## src/hw/rtl/lcd_scanline_mode_sequencer_top_defines.svh

```systemverilog
// Assertion macros used by the LCD scanline mode sequencer core (lsms_core).
// Expects signals named clk and rst in the scope of each use.
`ifndef LCD_SCANLINE_MODE_SEQUENCER_TOP_DEFINES_SVH
`define LCD_SCANLINE_MODE_SEQUENCER_TOP_DEFINES_SVH

// Same-cycle implication, checked outside reset.
`define LSMS_ASSERT_IMPL(label, ante, cons, msg) \
  label: assert property (@(posedge clk) disable iff (rst) (ante) |-> (cons)) else $error(msg);

// Next-cycle implication, checked outside reset.
`define LSMS_ASSERT_NEXT(label, ante, cons, msg) \
  label: assert property (@(posedge clk) disable iff (rst) (ante) |=> (cons)) else $error(msg);

`endif

```

## src/hw/rtl/lsms_pkg.sv

```systemverilog
// Shared types, timing constants and mode decode for the LCD scanline mode sequencer.
// No dependencies.
package lsms_pkg;

  localparam int unsigned DotsOam         = 80;
  localparam int unsigned DotsXfer        = 172;
  localparam int unsigned DotsHblank      = 204;
  localparam int unsigned DotsLine        = DotsOam + DotsXfer + DotsHblank;
  localparam int unsigned FirstVblankLine = 144;
  localparam int unsigned LinesPerFrame   = 154;

  localparam int unsigned InDataW  = 24;
  localparam int unsigned OutDataW = 16;

  typedef enum logic [1:0] {
    MODE_HBLANK = 2'd0,
    MODE_VBLANK = 2'd1,
    MODE_OAM    = 2'd2,
    MODE_XFER   = 2'd3
  } mode_t;

  typedef struct packed {
    logic       match_irq_enable;
    logic       hblank_irq_enable;
    logic       oam_irq_enable;
    logic [7:0] compare_line;
    logic       lcd_on;
    logic [7:0] elapsed_cycles;
  } item_t;

  function automatic mode_t mode_for(input logic [7:0] line, input logic [8:0] dots);
    mode_t m;
    if (line >= 8'(FirstVblankLine)) begin
      m = MODE_VBLANK;
    end else if (dots < 9'(DotsOam)) begin
      m = MODE_OAM;
    end else if (dots < 9'(DotsOam + DotsXfer)) begin
      m = MODE_XFER;
    end else begin
      m = MODE_HBLANK;
    end
    return m;
  endfunction

endpackage

```

## src/hw/rtl/lsms_in_stage.sv

```systemverilog
// Input register for the LCD scanline mode sequencer: holds one request for the core.
// Depends on lsms_pkg.
module lsms_in_stage (
  input  logic                        clk,
  input  logic                        rst,
  input  logic                        s_tvalid,
  output logic                        s_tready,
  input  logic [lsms_pkg::InDataW-1:0] s_tdata,
  input  logic                        take,
  output logic                        item_valid,
  output lsms_pkg::item_t             item
);
  import lsms_pkg::*;

  // Refill in the same cycle the core consumes the held request.
  assign s_tready = !item_valid || take;

  always_ff @(posedge clk) begin
    if (rst) begin
      item_valid <= 1'b0;
    end else if (s_tready) begin
      item_valid <= s_tvalid;
    end
  end

  always_ff @(posedge clk) begin
    if (s_tready && s_tvalid) begin
      item <= item_t'(s_tdata[$bits(item_t)-1:0]);
    end
  end

endmodule

```

## src/hw/rtl/lsms_core.sv

```systemverilog
// Dot/line/mode state, next-state logic and result register of the sequencer.
// Depends on lsms_pkg and lcd_scanline_mode_sequencer_top_defines.svh.
`include "lcd_scanline_mode_sequencer_top_defines.svh"

module lsms_core (
  input  logic                         clk,
  input  logic                         rst,
  input  logic                         item_valid,
  input  lsms_pkg::item_t              item,
  output logic                         take,
  output logic                         m_tvalid,
  input  logic                         m_tready,
  output logic [lsms_pkg::OutDataW-1:0] m_tdata
);
  import lsms_pkg::*;

  logic [8:0] dot_count;
  logic [7:0] line_count;
  mode_t      current_mode;
  logic       match_flag;

  logic [8:0] dot_count_next;
  logic [7:0] line_count_next;
  mode_t      current_mode_next;
  logic       match_flag_next;
  logic       stat_irq_next;
  logic       vblank_irq_next;

  logic [9:0] dot_sum;
  logic       wrap;
  logic [7:0] line_inc;
  logic [7:0] line_on;
  logic [8:0] dot_on;
  logic       match_on;
  mode_t      mode_on;
  logic       entered;

  assign take = item_valid && (!m_tvalid || m_tready);

  always_comb begin
    // dot_count stays below one line, so a single subtract handles the wrap
    dot_sum  = {1'b0, dot_count} + {2'b00, item.elapsed_cycles};
    wrap     = dot_sum >= 10'(DotsLine);
    dot_on   = wrap ? 9'(dot_sum - 10'(DotsLine)) : dot_sum[8:0];
    line_inc = (line_count == 8'(LinesPerFrame - 1)) ? 8'd0 : line_count + 8'd1;
    line_on  = wrap ? line_inc : line_count;
    match_on = wrap ? (line_on == item.compare_line) : match_flag;
    mode_on  = mode_for(line_on, dot_on);
    entered  = mode_on != current_mode;

    if (item.lcd_on) begin
      dot_count_next    = dot_on;
      line_count_next   = line_on;
      current_mode_next = mode_on;
      match_flag_next   = match_on;
      stat_irq_next     = (wrap && match_on && item.match_irq_enable) ||
                          (entered && mode_on == MODE_OAM && item.oam_irq_enable) ||
                          (entered && mode_on == MODE_HBLANK && item.hblank_irq_enable);
      vblank_irq_next   = entered && mode_on == MODE_VBLANK;
    end else begin
      dot_count_next    = 9'd0;
      line_count_next   = 8'd0;
      current_mode_next = MODE_HBLANK;
      match_flag_next   = match_flag;
      stat_irq_next     = 1'b0;
      vblank_irq_next   = 1'b0;
    end
  end

  always_ff @(posedge clk) begin
    if (rst) begin
      dot_count    <= 9'd0;
      line_count   <= 8'd0;
      current_mode <= MODE_HBLANK;
      match_flag   <= 1'b0;
    end else if (take) begin
      dot_count    <= dot_count_next;
      line_count   <= line_count_next;
      current_mode <= current_mode_next;
      match_flag   <= match_flag_next;
    end
  end

  always_ff @(posedge clk) begin
    if (rst) begin
      m_tvalid <= 1'b0;
    end else if (take) begin
      m_tvalid <= 1'b1;
    end else if (m_tready) begin
      m_tvalid <= 1'b0;
    end
  end

  always_ff @(posedge clk) begin
    if (take) begin
      m_tdata <= {3'b000, vblank_irq_next, stat_irq_next, match_flag_next,
                  line_count_next, current_mode_next};
    end
  end

  `LSMS_ASSERT_IMPL(a_line_range, 1'b1, line_count < 8'(LinesPerFrame), "line out of range")
  `LSMS_ASSERT_IMPL(a_dot_range, 1'b1, dot_count < 9'(DotsLine), "dot count out of range")
  `LSMS_ASSERT_IMPL(a_vblank_lines, current_mode == MODE_VBLANK,
                    line_count >= 8'(FirstVblankLine), "vblank mode on a visible line")
  `LSMS_ASSERT_NEXT(a_lcd_off_clears, take && !item.lcd_on,
                    line_count == 8'd0 && dot_count == 9'd0 && current_mode == MODE_HBLANK,
                    "lcd off did not clear the sequencer")
  `LSMS_ASSERT_IMPL(a_vblank_irq_mode, m_tvalid && m_tdata[12],
                    m_tdata[1:0] == MODE_VBLANK, "vblank request outside vblank mode")

endmodule

```

## src/hw/rtl/lcd_scanline_mode_sequencer_top.sv

```systemverilog
// LCD scanline mode sequencer. Each request carries a burst of elapsed dot cycles
// (0..255) and the live LCD enable, compare line and status interrupt enables; each
// produces one result with the mode, line, coincidence flag and one-shot interrupt
// requests. Lines are 456 dots (80 OAM scan, 172 transfer, 204 hblank); lines
// 144..153 are vblank. A request passes an input register and then a result register,
// and one request is taken every cycle while results are taken, set by the single
// add-and-compare on the dot counter. A waiting result holds the request in the input
// register, and s_tready stays low until that result is taken; with the input register
// empty, one more request still enters. LCD off holds line, dots and mode at zero.
// Depends on lsms_pkg, lsms_in_stage, lsms_core.
module lcd_scanline_mode_sequencer_top (
  input  logic                         clk,
  input  logic                         rst,
  input  logic                         s_tvalid,
  output logic                         s_tready,
  // elapsed_cycles[7:0], lcd_on[8], compare_line[16:9], oam_irq_enable[17],
  // hblank_irq_enable[18], match_irq_enable[19], zero pad [23:20]
  input  logic [lsms_pkg::InDataW-1:0]  s_tdata,
  output logic                         m_tvalid,
  input  logic                         m_tready,
  // mode[1:0], line[9:2], coincidence[10], stat_irq[11], vblank_irq[12], zero pad [15:13]
  output logic [lsms_pkg::OutDataW-1:0] m_tdata
);
  import lsms_pkg::*;

  logic  take;
  logic  item_valid;
  item_t item;

  lsms_in_stage u_in_stage (
    .clk        (clk),
    .rst        (rst),
    .s_tvalid   (s_tvalid),
    .s_tready   (s_tready),
    .s_tdata    (s_tdata),
    .take       (take),
    .item_valid (item_valid),
    .item       (item)
  );

  lsms_core u_core (
    .clk        (clk),
    .rst        (rst),
    .item_valid (item_valid),
    .item       (item),
    .take       (take),
    .m_tvalid   (m_tvalid),
    .m_tready   (m_tready),
    .m_tdata    (m_tdata)
  );

endmodule
```

## config.mk

```make
export PLATFORM = sky130hd
export DESIGN_NAME = lcd_scanline_mode_sequencer_top
export DESIGN_NICKNAME = d
export VERILOG_FILES = /design/src/hw/rtl/lsms_pkg.sv /design/src/hw/rtl/lsms_in_stage.sv /design/src/hw/rtl/lsms_core.sv /design/src/hw/rtl/lcd_scanline_mode_sequencer_top.sv
export VERILOG_INCLUDE_DIRS = /design/src /design/src/hw/rtl
export SDC_FILE = /design/constraint.sdc
export NUM_CORES = 1
export LEC_CHECK = 0
export ABC_AREA = 1
export BUFFER_PORTS_ARGS = -buffer_cell sky130_fd_sc_hd__clkbuf_2
export CAP_MARGIN = 30
export CELL_PAD_IN_SITES_DETAIL_PLACEMENT = 1
export CELL_PAD_IN_SITES_GLOBAL_PLACEMENT = 1
export CORE_ASPECT_RATIO = 0.8
export CORE_MARGIN = 1
export CORE_UTILIZATION = 35
export CTS_CLUSTER_DIAMETER = 200
export CTS_CLUSTER_SIZE = 12
export DETAILED_ROUTE_END_ITERATION = 6
export PLACE_DENSITY_LB_ADDON = 0.12
export SETUP_SLACK_MARGIN = 0.1
export SYNTH_ARGS = -nofsm -noshare
export SYNTH_HDL_FRONTEND = slang
export SYNTH_SLANG_ARGS = --single-unit
```

## constraint.sdc

```tcl
create_clock -name clk -period 3.1 [get_ports clk]
set_input_delay 0.155 -clock clk [delete_from_list [all_inputs] [get_ports clk]]
set_output_delay 0.155 -clock clk [all_outputs]
set_load 0.05 [all_outputs]
```

# After elaboration in Yosys (flattened, before gate mapping)
# Cells that the tools add are included.
# totals
reg_bits,55
inputBits,28
elab_cells,56
out_inout_bits,18
# classes
addsub,3
magnitude_cmp,4
reduce_logical,17
eq_ne,5
mux,13
# ops
op,n
2-to-1 mux 8 bit,3
2-to-1 mux 9 bit,2
adder 9 x 8 -> 10 bit,1
">= comparator 10 x 9 -> 1 bit, second input constant",1
logical AND 1 bit,9
"less-than comparator 9 x 7 -> 1 bit, second input constant",1
"less-than comparator 9 x 8 -> 1 bit, second input constant",1
"subtractor 9 bit, second input constant",1
"adder 8 x 1 -> 8 bit, second input constant",1
== test 8 bit,1
"== test 8 bit, second input constant",1
">= comparator 8 bit, second input constant",1
2-to-1 mux 2 bit,4
logical OR 1 bit,4
2-to-1 mux 1 bit,4
"== test 2 x 1 -> 1 bit, second input constant",1
"== test 2 bit, second input constant",1
zero test 1 bit,2
zero test 2 bit,1
inequality test 2 bit,1
nonzero test 2 bit,1

# Depth between registers and ports, before layout
# Gate-level depths: netlist (run 1).
# depth
ltp_word,12
ltp_mapped,24

# Modules after synthesis
# A second synthesis (run 1) with hierarchy kept.
# hier_totals
cells_unflattened,375
hier_area_um2,3089.2
# modules_own_cells
mod,seq_area_each_um2,area_each_um2,instances,cells_per_inst
lsms_core,810.8,2441.1,1,349
lsms_in_stage,620.6,648.1,1,26

# Least setup slack after synthesis (run 1)
# No wires, ideal clock.
# synth_timing
kind,reg2reg
start,register u_in_stage.item[0] (netlist name)
end,"register u_core.m_tdata[12] (netlist bit), data pin"
path_stages_with_launch,21
arrival_ns,2.595
period_less_slack_ns,2.865
setup_ns,0.270
path_buffers,0
t_required_ns,2.830
slack_ns,0.235
cell_sequence,edfxtp_1 > ha_1 > fa_1 > nand2_1 > nand2_1 > nand2_1 > nand2_1 > nand2_1 > inv_1 > ha_1 > xnor2_1 > nand3_1 > nand2_1 > nand2_1 > nor2_1 > nand2_2 > nand3_2 > nand3_1 > nand2_1 > nand2_1 > nor3b_2
# synth_between
elab_chain_len,9
word_cells_on_any_way,14
classes_between,add/sub: 2; order compare: 4; eq/ne: 2; mux: 5; reduce/logical: 1
# synth_lines
item,line_no,text
adder 9 x 8 -> 10 bit *,lsms_core.sv:42,"dot_sum = {1'b0, dot_count} + {2'b00, item.elapsed_cycles};"
subtractor 9 bit or >= comparator 10 x 9 -> 1 bit (tied branches),"lsms_core.sv:44, lsms_core.sv:43",
2-to-1 mux 9 bit,lsms_core.sv:44,dot_on = wrap ? 9'(dot_sum - 10'(DotsLine)) : dot_sum[8:0];
less-than comparator 9 x 8 -> 1 bit,lsms_pkg.sv:37,end else if (dots < 9'(DotsOam + DotsXfer)) begin
2-to-1 mux 2 bit,lsms_pkg.sv:37,
2-to-1 mux 2 bit,lsms_pkg.sv:35,end else if (dots < 9'(DotsOam)) begin
2-to-1 mux 2 bit *,lsms_pkg.sv:33,if (line >= 8'(FirstVblankLine)) begin
inequality test 2 bit or == test 2 x 1 -> 1 bit (tied branches),"lsms_core.sv:49, lsms_core.sv:59",
logical AND 1 bit *,lsms_core.sv:59,vblank_irq_next = entered && mode_on == MODE_VBLANK;
end signal: assignment,lsms_core.sv:96,"m_tdata <= {3'b000, vblank_irq_next, stat_irq_next, match_flag_next,"
end: declaration,lsms_core.sv:13,output logic [lsms_pkg::OutDataW-1:0] m_tdata
# Mark *: on every way between the ends. The rest lies on a longest branch, timed or not.
# A chain may end at the register's enable or synchronous reset.

# Final worst setup path (run 1)
# layout_timing
start,register u_in_stage.item[0] (netlist name)
end,"register u_core.m_tdata[11] (netlist bit), data pin"
# layout_between
elab_chain_len,12
word_cells_on_any_way,24
classes_between,add/sub: 2; order compare: 4; eq/ne: 3; mux: 6; reduce/logical: 9
# layout_lines
item,line_no,text
adder 9 x 8 -> 10 bit *,lsms_core.sv:42,
subtractor 9 bit or >= comparator 10 x 9 -> 1 bit (tied branches),"lsms_core.sv:44, lsms_core.sv:43",
2-to-1 mux 9 bit,lsms_core.sv:44,
less-than comparator 9 x 8 -> 1 bit,lsms_pkg.sv:37,
2-to-1 mux 2 bit,lsms_pkg.sv:37,
2-to-1 mux 2 bit,lsms_pkg.sv:35,
2-to-1 mux 2 bit,lsms_pkg.sv:33,
inequality test 2 bit or == test 2 bit (tied branches),"lsms_core.sv:49, lsms_core.sv:57",
logical AND 1 bit (2 in series),lsms_core.sv:57,(entered && mode_on == MODE_OAM && item.oam_irq_enable) ||
logical OR 1 bit,lsms_core.sv:56,stat_irq_next = (wrap && match_on && item.match_irq_enable) ||
logical OR 1 bit *,lsms_core.sv:57,
# Marks and branches as above.

==> impl_metrics.ini, run 1 <==
[status]
status = finished, violations left
violations = setup timing

[flow_run]
drv_cap = 0

[clock_network]
ctsLongestPathBuffers = 2
cts_tree = yes
root_buffer = clkbuf_16
clk_pin_slew_worst_paths_ps = 70
hold_buffers = 0
clkLatencyLatePin_ps = 290
cts_buffers = 5
ctsHtreeMaxLevel = 2
cts_sinks = 55

[synthesis]
ys_top_cells_by_area = edfxtp_1 (30%), nand2_1 (14%), dfxtp_1 (13%)
yosysWarnings = 0
synth_sequential_area_ratio_pct = 43.2
synthSimpleGateAreaFrac_pct = 34.2
synth_top_area_share_pct = 29.9
netlist_area_um2 = 3310
synth_top_family_by_area = simple AND/OR/NAND/NOR gates
ys_seq_elements = 55
postSynthAreaPerCell_um2 = 8.18
postSynthCellCount = 405
ys_types = 38
synthXorXnorAreaFrac_pct = 3.17
synth_compound_area_share_pct = 7.06
synth.largest_area_cell = edfxtp_1
synthMuxAreaShare_pct = 0
yosys.area_share.adder_pct = 4.76

[critical_path]
endpoint_kind = register
critPathKind = reg2reg
cp_data_arrival_time_ps = 3270
slowest_stage = edfxtp_1
critPathTopFamily = simple AND/OR/NAND/NOR gates
crit_buf_inv = 2
cp-start-kind = register
critPathMaxStageDelay_ps = 420
crit_chain = ha_4, fa_2, nand2_2, nand2_2, nand3b_1, nand2_2, nor2_4, nand2_4, nand3_4, buf_6, nand3_2, nand2_2, nand2_2, nor2_2, nand2_2, nand3_4, buf_4, nand3_1, nor2_1, nand2_1, a21oi_2
required_ps = 3250
cpMostUsedCell = nand2_2
crit_fanout = 5

[final_layout]
diodes = 0
nets = 519
finish.utilization_pct = 47.9
drive_above_1_share_pct = 36.5
area_growth_syn_to_layout_pct = 31.7

[min_path]
hold_class = in2reg

[detailed_routing]
drcViolationCount = 0
drt_iter0_drc = 109
vias_per_cell = 4.92
drtPass1Iterations = 4
ant_nets = 0
vias = 2930
drt-total-wl_mm = 9.51
wire_per_inst_um = 16.0

[floorplan]
die_h_um = 89.0
pin_count = 46
start_util_pct = 36.3
fp.coreArea_um2 = 9110
die_area_um2 = 9860
fp-row-count = 31
die_x_um = 111

[timing]
setup_violations = 2
worst_slack_ps = -25.5
rsz0062_at_grt = true
slew_headroom_pct = 39.1
tightest_slew_ps = 912
hold_violations = 0
final.setup_skew_ps = 7.46
slew_violations = 0
max_freq_mhz = 320
fin_crit_sh_pct = 101
hold_ws_ps = 32.9
finalCriticalPeriod_ps = 3130

[global_routing]
antenna_found_initial = 0
grt_pass1_vias = 3067
grt_pass1_wl_mm = 15.3
grt_use_total_pct = 19.9
grt_overflow = 0
grt_start_max_net_pins = 22

[place]
post-dp-hpwl_mm = 6.61
place_congestion = 0.778
post-place-ws_ps = -89.2
port_buffers = 38

[power_and_ir_drop]
power_uw = 1880
irDropWorstVdd_mv = 0.255
p_leak_uw = 0.00191
power.density_nw_per_um2 = 430
area by class of cell:
cell class	count	area, um^2
Fill cell	1075	4750
Multi-Input combinational cell	292	1930
Sequential cell	55	1430
Timing Repair Buffer	75	500
Inverter	50	190
Tap cell	115	144
Clock buffer	7	133
Clock inverter	1	30.0
synth_stat cells:
master    instances
nand2_1         120
o21ai_2           3
conb_1            1
xor2_1            3
nor2_4            2
a21oi_1          23
o211ai_1          1
nand2_4          10
a21oi_2           2
nand3_1          27
o21ai_1           4
fa_1              1
nand3_2           6
inv_1            48
dfxtp_1          22
ha_1             11
a31oi_1           1
a21oi_4           1
nor3b_2           1
nor2_1           27
edfxtp_1         33
nand4_2           1
nor2_2            5
nand4_1           7
nor3_1            1
o21ai_0           2
o21a_1            1
nand3b_1          3
nand3_4           2
nand2_2          12
o31ai_1           1
buf_4             3
xnor2_1           9
or2_2             1
inv_2             2
nor3b_1           1
buf_8             1
clkbuf_1          6
report_power, final:
part | switching (uW) | internal [uW]
clock | 261 | 383
combinational | 257 | 149
sequential | 17.6 | 810
state kept, by name, indices dropped and copies added (netlist names):
| name | cells |
|---|---|
| u_core.line_count | 8 |
| u_core.dot_count | 9 |
| u_in_stage.item | 20 |
| u_core.m_tvalid | 1 |
| u_core.match_flag | 1 |
| u_in_stage.item_valid | 1 |
| u_core.current_mode | 2 |
| u_core.m_tdata | 13 |
final timing paths:
path         slack [ps]  cells after the start                  end                 from
max                 -30                     21   u_core.m_tdata[11]   u_in_stage.item[0]
min                  30                      1  u_in_stage.item[15]          s_tdata[15]
max reg2reg         -30                     21   u_core.m_tdata[11]   u_in_stage.item[0]
min reg2reg         480                      2  u_core.dot_count[3]  u_core.dot_count[3]
per-stage QoR:
stage / cell area (um^2) / TNS (ps) / cells
3_5_place_dp: 3700 / -203 / 564
5_1_grt: 4360 / -743 / 595
4_1_cts: 4160 / 0 / 591
6_report: 4360 / -26.7 / 595
3_3_place_gp: 3700 / -0.492 / 564
2_1_floorplan: 3320 / 0 / 407
timing repair:
action                                  4_1_cts  5_1_grt
pin swaps                                    24       25
buffers inserted                             19        6
resized for setup                            34       36
endpoints found under the setup margin        7       11
placed cells by master (no fill, tap or decap), drive strengths merged, types with 11 or more instances in the layout:
cell type and n:
dfxtp 22, a21oi 26, buf 37, edfxtp 33, nand2 142, ha 11, nor2 34, clkbuf 45
nand3 35, inv 50
logic make-up (layout without fill, tap and decap cells):
family          after synthesis  in the layout
simple gates                226            226
buf+inv                      60            133
flops                        55             55
compound gates               39             39
fa+ha+maj                    12             12
xor+xnor                     12             12
other cells                   1              3
routing by layer:
layer,track usage (%),vias up,part of all wire [%]
met5,0,-,0
met4,4.36,0,0.82
met3,3.53,8,4.1
met2,33.0,60,45
met1,27.4,1405,50
li1,-,1457,-
No activity file was read; power rests on OpenSTA's default activity.
==> inputs of run 2 (changes only) <==
--- a/config.mk
+++ b/config.mk
@@ -11,7 +11,7 @@
 export CAP_MARGIN = 30
 export CELL_PAD_IN_SITES_DETAIL_PLACEMENT = 1
 export CELL_PAD_IN_SITES_GLOBAL_PLACEMENT = 1
-export CORE_ASPECT_RATIO = 0.8
+export CORE_ASPECT_RATIO = 0.9
 export CORE_MARGIN = 1
 export CORE_UTILIZATION = 35
 export CTS_CLUSTER_DIAMETER = 200
==> run 2 against run 1 <==
Sequential cell count did not move. Clock skew increased by 8.1 ps. First-iteration DRC count is 32% lower. The flow now finishes without violations. Highest routed layer unchanged. Critical path depth increased by 1. Critical path type unchanged. Cell area up 1.7%. Cell count grew 4.4%. Clock power fell by 35%. Count of clock-buffer cells in the layout fell by 2.
==> impl_metrics.ini, run 2 (same netlist as run 1, synthesis figures left out) <==
[floorplan]
fp-row-count = 33
die_h_um = 94.3
die_x_um = 105
fp.coreArea_um2 = 9170
die_area_um2 = 9860
start_util_pct = 36.1
pin_count = 46

[final_layout]
diodes = 0
final_cells = 621
finish.instance_area_um2 = 4440
area_growth_syn_to_layout_pct = 34.0
largest-register = u_in_stage.item
drive_above_1_share_pct = 34.9
finish.utilization_pct = 48.4
largest_register_ffs = 20
layout_commonest_cell = nand2_1
fillers = 1123
final_cell_mix = nand2_1 (103), inv_1 (47), clkbuf_2 (38), buf_4 (35), edfxtp_1 (33)
reg_top3 = u_in_stage.item (20), u_core.m_tdata (13), u_core.dot_count (9)
nets = 538

[global_routing]
grt_use_total_pct = 18.9
grt_pass1_wl_mm = 14.5
antenna_found_initial = 0
grt_overflow = 0
grt_pass1_vias = 2938
grt_start_max_net_pins = 22

[timing]
final.setup_skew_ps = 15.5
slew_headroom_pct = 39.9
worst_slack_ps = 114
hold_ws_ps = 17.8
finalCriticalPeriod_ps = 2990
fin_crit_sh_pct = 96.3
setup_violations = 0
tightest_slew_ps = 901
rsz0062_at_grt = true
max_freq_mhz = 335
slew_violations = 0
hold_violations = 0

[critical_path]
crit_buf_inv = 2
cpMostUsedCell = nand2_1
critPathKind = reg2reg
required_ps = 3170
r2r_setup_slack_ps = 110
critPathMaxStageDelay_ps = 390
cp-start-kind = register
slowest_stage = edfxtp_1
crit_chain = ha_2, fa_2, nand2_2, nand2_4, nand2_1, nand2_1, nand2_2, inv_1, ha_2, buf_4, xor2_1, nand3_1, nand2_1, nand2_1, nand2_1, nand2_2, nand3_4, nand2_2, nand2_1, nand2_1, nand2_1, nor3b_2
cp_data_arrival_time_ps = 3050
endpoint_kind = register
crit_fanout = 3
critPathTopFamily = simple AND/OR/NAND/NOR gates

[power_and_ir_drop]
p_comb_share_pct = 23.6
swShare_pct = 31.4
p_switching_uw = 512
clkPwrFrac_pct = 25.6
p_int_uw = 1120
power.density_nw_per_um2 = 367
p_leak_uw = 0.00197
p_seq_share_pct = 50.8
irDropWorstVdd_mv = 0.266

[detailed_routing]
met2WireLength_mm = 3.91
vias = 2935
routed.top_layer = met4
wire_per_inst_um = 14.2
ant_nets = 0
drt-total-wl_mm = 8.79
drtPass1Iterations = 4
vias_per_cell = 4.73
drt_iter0_drc = 74
met3_length_um = 285
m1WireLength_mm = 4.52
drcViolationCount = 0

[place]
place_congestion = 0.769
placed_cell_area_um2 = 3720
port_buffers = 38
dp_cells = 572
post-dp-hpwl_mm = 6.20
post-place-ws_ps = -117

[clock_network]
cts_buffers = 5
cts_tree = yes
root_buffer = clkbuf_8
ctsHtreeMaxLevel = 2
cts_sinks = 55
clk_pin_slew_worst_paths_ps = 100
clkLatencyLatePin_ps = 330
ctsLongestPathBuffers = 2

[status]
status = finished, final reports clean

[flow_run]
drv_cap = 0

[min_path]
hold_class = in2reg
==> run 2: worst paths after layout <==
path / start / end / depth (start not counted)
max reg2reg: u_in_stage.item[0] / u_core.m_tdata[12] / 22
min reg2reg: u_core.dot_count[0] / u_core.dot_count[0] / 2
min: s_tdata[6] / u_in_stage.item[6] / 1
max: u_in_stage.item[0] / u_core.m_tdata[12] / 22
==> run 2: layout make-up <==
type | count | area, um^2 | area share, %
clock inverters | 3 | 18.8 | 0.423
well taps | 122 | 153 | 3.44
repair buffers | 94 | 678 | 15.3
flip-flops and latches | 55 | 1430 | 32.2
clock buffers | 5 | 68.8 | 1.55
inverters | 50 | 190 | 4.28
multi-input cells | 292 | 1900 | 42.8
==> run 2: routing by layer <==
| metal | up-vias | GRT usage (%) |
|---|---|---|
| li1 | 1493 | - |
| met1 | 1391 | 26.3 |
| met2 | 43 | 30.7 |
| met3 | 8 | 3.40 |
| met4 | 0 | 4.29 |
| met5 | - | 0 |
==> run 2: repair_timing <==
action | in CTS | in global routing
resized for setup | 34 | 23
setup endpoints to repair | 5 | 7
hold buffers | 11 | 5
buffers inserted | 19 | 6
endpoints found under the hold margin | 11 | 5
pin swaps | 26 | 16
==> run 2: through the flow <==
stage               power, uW  setup TNS, ps
floorplan                1070              0
global placement         1140          -81.9
detailed placement       1150           -162
CTS                      1610              0
global route             1710          -94.0
finish                   1630              0
==> run 2: power groups by stage <==
| stage | combinational (uW) | sequential [uW] | clock (uW) |
|---|---|---|---|
| 6_report | 386 | 829 | 417 |
| 5_1_grt | 424 | 832 | 455 |
| 4_1_cts | 357 | 826 | 431 |
| 3_5_place_dp | 312 | 841 | 0 |
| 3_3_place_gp | 304 | 841 | 0 |
| 2_1_floorplan | 198 | 871 | 0 |
==> inputs of run 3 (changes only) <==
--- a/config.mk
+++ b/config.mk
@@ -9,8 +9,6 @@
 export ABC_AREA = 1
 export BUFFER_PORTS_ARGS = -buffer_cell sky130_fd_sc_hd__clkbuf_2
 export CAP_MARGIN = 30
-export CELL_PAD_IN_SITES_DETAIL_PLACEMENT = 1
-export CELL_PAD_IN_SITES_GLOBAL_PLACEMENT = 1
 export CORE_ASPECT_RATIO = 0.9
 export CORE_MARGIN = 1
 export CORE_UTILIZATION = 35
==> run 3 against run 2 <==
Count of clock-buffer cells in the layout up 1. Clock skew down 4.9 ps. Clock power up 22%. Highest routed layer unchanged. Via count down 6.2%. Fmax down 1.5%.
==> impl_metrics.ini, run 3 (same netlist as run 1, synthesis figures left out) <==
[status]
status = finished, final reports clean

[timing]
max_freq_mhz = 330
rsz0062_at_grt = true
final.setup_skew_ps = 10.7
tightest_slew_ps = 848
hold_violations = 0
fin_crit_sh_pct = 97.8
finalCriticalPeriod_ps = 3030
slew_violations = 0
finalSetupTns_ps = 0
setup_violations = 0
worst_slack_ps = 67.0
slew_headroom_pct = 43.4

[critical_path]
critPathKind = reg2reg
required_ps = 3270
cp_data_arrival_time_ps = 3200
crit_buf_inv = 2
cp-start-kind = register
crit_chain = ha_2, fa_2, nand2_2, nand2_4, nand3_4, nand2_2, nand2_2, nand2_4, buf_12, nand3_4, nand2_8, buf_6, o211ai_1, nand2_1, nor2_1, nand2_1, nor2_2, nand2_2, a31oi_4
worstRegToRegCells = 19
cp.depth = 19
critPathTopFamily = simple AND/OR/NAND/NOR gates
crit_fanout = 7
slowest_stage = edfxtp_1
critPathMaxStageDelay_ps = 390
cpMostUsedCell = nand2_2
endpoint_kind = register

[final_layout]
layout_commonest_cell = nand2_1
final_cells = 594
diodes = 0
largest-register = u_in_stage.item
finish.utilization_pct = 47.0
reg_top3 = u_in_stage.item (20), u_core.m_tdata (13), u_core.dot_count (9)
drive_above_1_share_pct = 35.2
largest_register_ffs = 20
fillers = 928
final_cell_mix = nand2_1 (98), inv_1 (48), clkbuf_2 (38), edfxtp_1 (33), nand2_2 (29)
area_growth_syn_to_layout_pct = 29.9
finish.instance_area_um2 = 4300
nets = 511

[clock_network]
ctsHtreeMaxLevel = 2
cts_buffers = 5
cts_sinks = 55
clk_pin_slew_worst_paths_ps = 110
cts_tree = yes
clkLatencyLatePin_ps = 310
ctsLongestPathBuffers = 2
root_buffer = clkbuf_8

[detailed_routing]
drt-total-wl_mm = 7.42
drcViolationCount = 0
drtPass1Iterations = 4
ant_nets = 0
drt_iter0_drc = 144
vias = 2752
wire_per_inst_um = 12.5
vias_per_cell = 4.63

[min_path]
hold_class = in2reg
hold_depth = 1

[floorplan]
pin_count = 46
start_util_pct = 36.1
die_h_um = 94.3
fp-row-count = 33
fp.coreArea_um2 = 9170
die_x_um = 105
die_area_um2 = 9860

[global_routing]
antenna_found_initial = 0
grt_overflow = 0
grt_pass1_vias = 2459
grt_start_max_net_pins = 25
grt_use_total_pct = 15.2
grt_pass1_wl_mm = 11.9

[place]
post-dp-hpwl_mm = 5.16
placed_cell_area_um2 = 3660
port_buffers = 38
place_congestion = 0.758
post-place-ws_ps = -74.1
dp_cells = 564

[power_and_ir_drop]
irDropWorstVdd_mv = 0.231
power.density_nw_per_um2 = 395
p_leak_uw = 0.00188

[flow_run]
drv_cap = 0
## run 3: cell types whose count changed in the layout (fill, tap and decap cells not counted), sizes merged
cell and delta:
buf -15, clkinv -2, clkbuf +1, bufinv +1, nand2 +1, dlygate4sd3 -13
## run 3: path summary, 6_finish.rpt
kind	to	slack, ps	startpoint
min reg2reg	u_core.dot_count[0]	480	u_core.dot_count[0]
max reg2reg	u_core.m_tdata[10]	70	u_in_stage.item[0]
min	u_in_stage.item[12]	10	s_tdata[12]
max	u_core.m_tdata[10]	70	u_in_stage.item[0]
## run 3: area by class of cell
class / count / area [um^2] / area share, %
clock buffers: 6 / 82.6 / 1.92
clock inverters: 2 / 38.8 / 0.901
flip-flops and latches: 55 / 1430 / 33.3
repair buffers: 66 / 448 / 10.4
well taps: 122 / 153 / 3.55
inverters: 50 / 188 / 4.36
multi-input cells: 293 / 1960 / 45.6
## run 3: power by group
part / internal [uW] / leakage, uW / switching [uW]
Sequential: 810 / 0.000494 / 18.2
Combinational: 134 / 0.00133 / 228
Clock: 266 / 0.0000618 / 244
Total: 1210 / 0.00188 / 490
## run 3: routing by layer
layer / part of all wire [%] / vias to the layer above / track usage, %
met5: 0 / - / 0
met4: 0.62 / 0 / 3.33
met3: 3.8 / 4 / 2.50
met2: 46 / 55 / 23.9
met1: 50 / 1246 / 21.9
li1: - / 1447 / -
## run 3: metrics by stage
step	power, uW	hold WS (ps)
2_1_floorplan	1070	254
3_3_place_gp	1130	332
3_5_place_dp	1140	334
4_1_cts	1660	5.99
5_1_grt	1780	1.91
6_report	1700	13.2
## run 3: what timing repair did
action,4_1_cts,5_1_grt
resized for setup,13,55
setup buffers,3,15
endpoints found under the hold margin,0,3
hold buffers,0,3
pin swaps,9,35
endpoints found under the setup margin,6,7
cloned,0,1
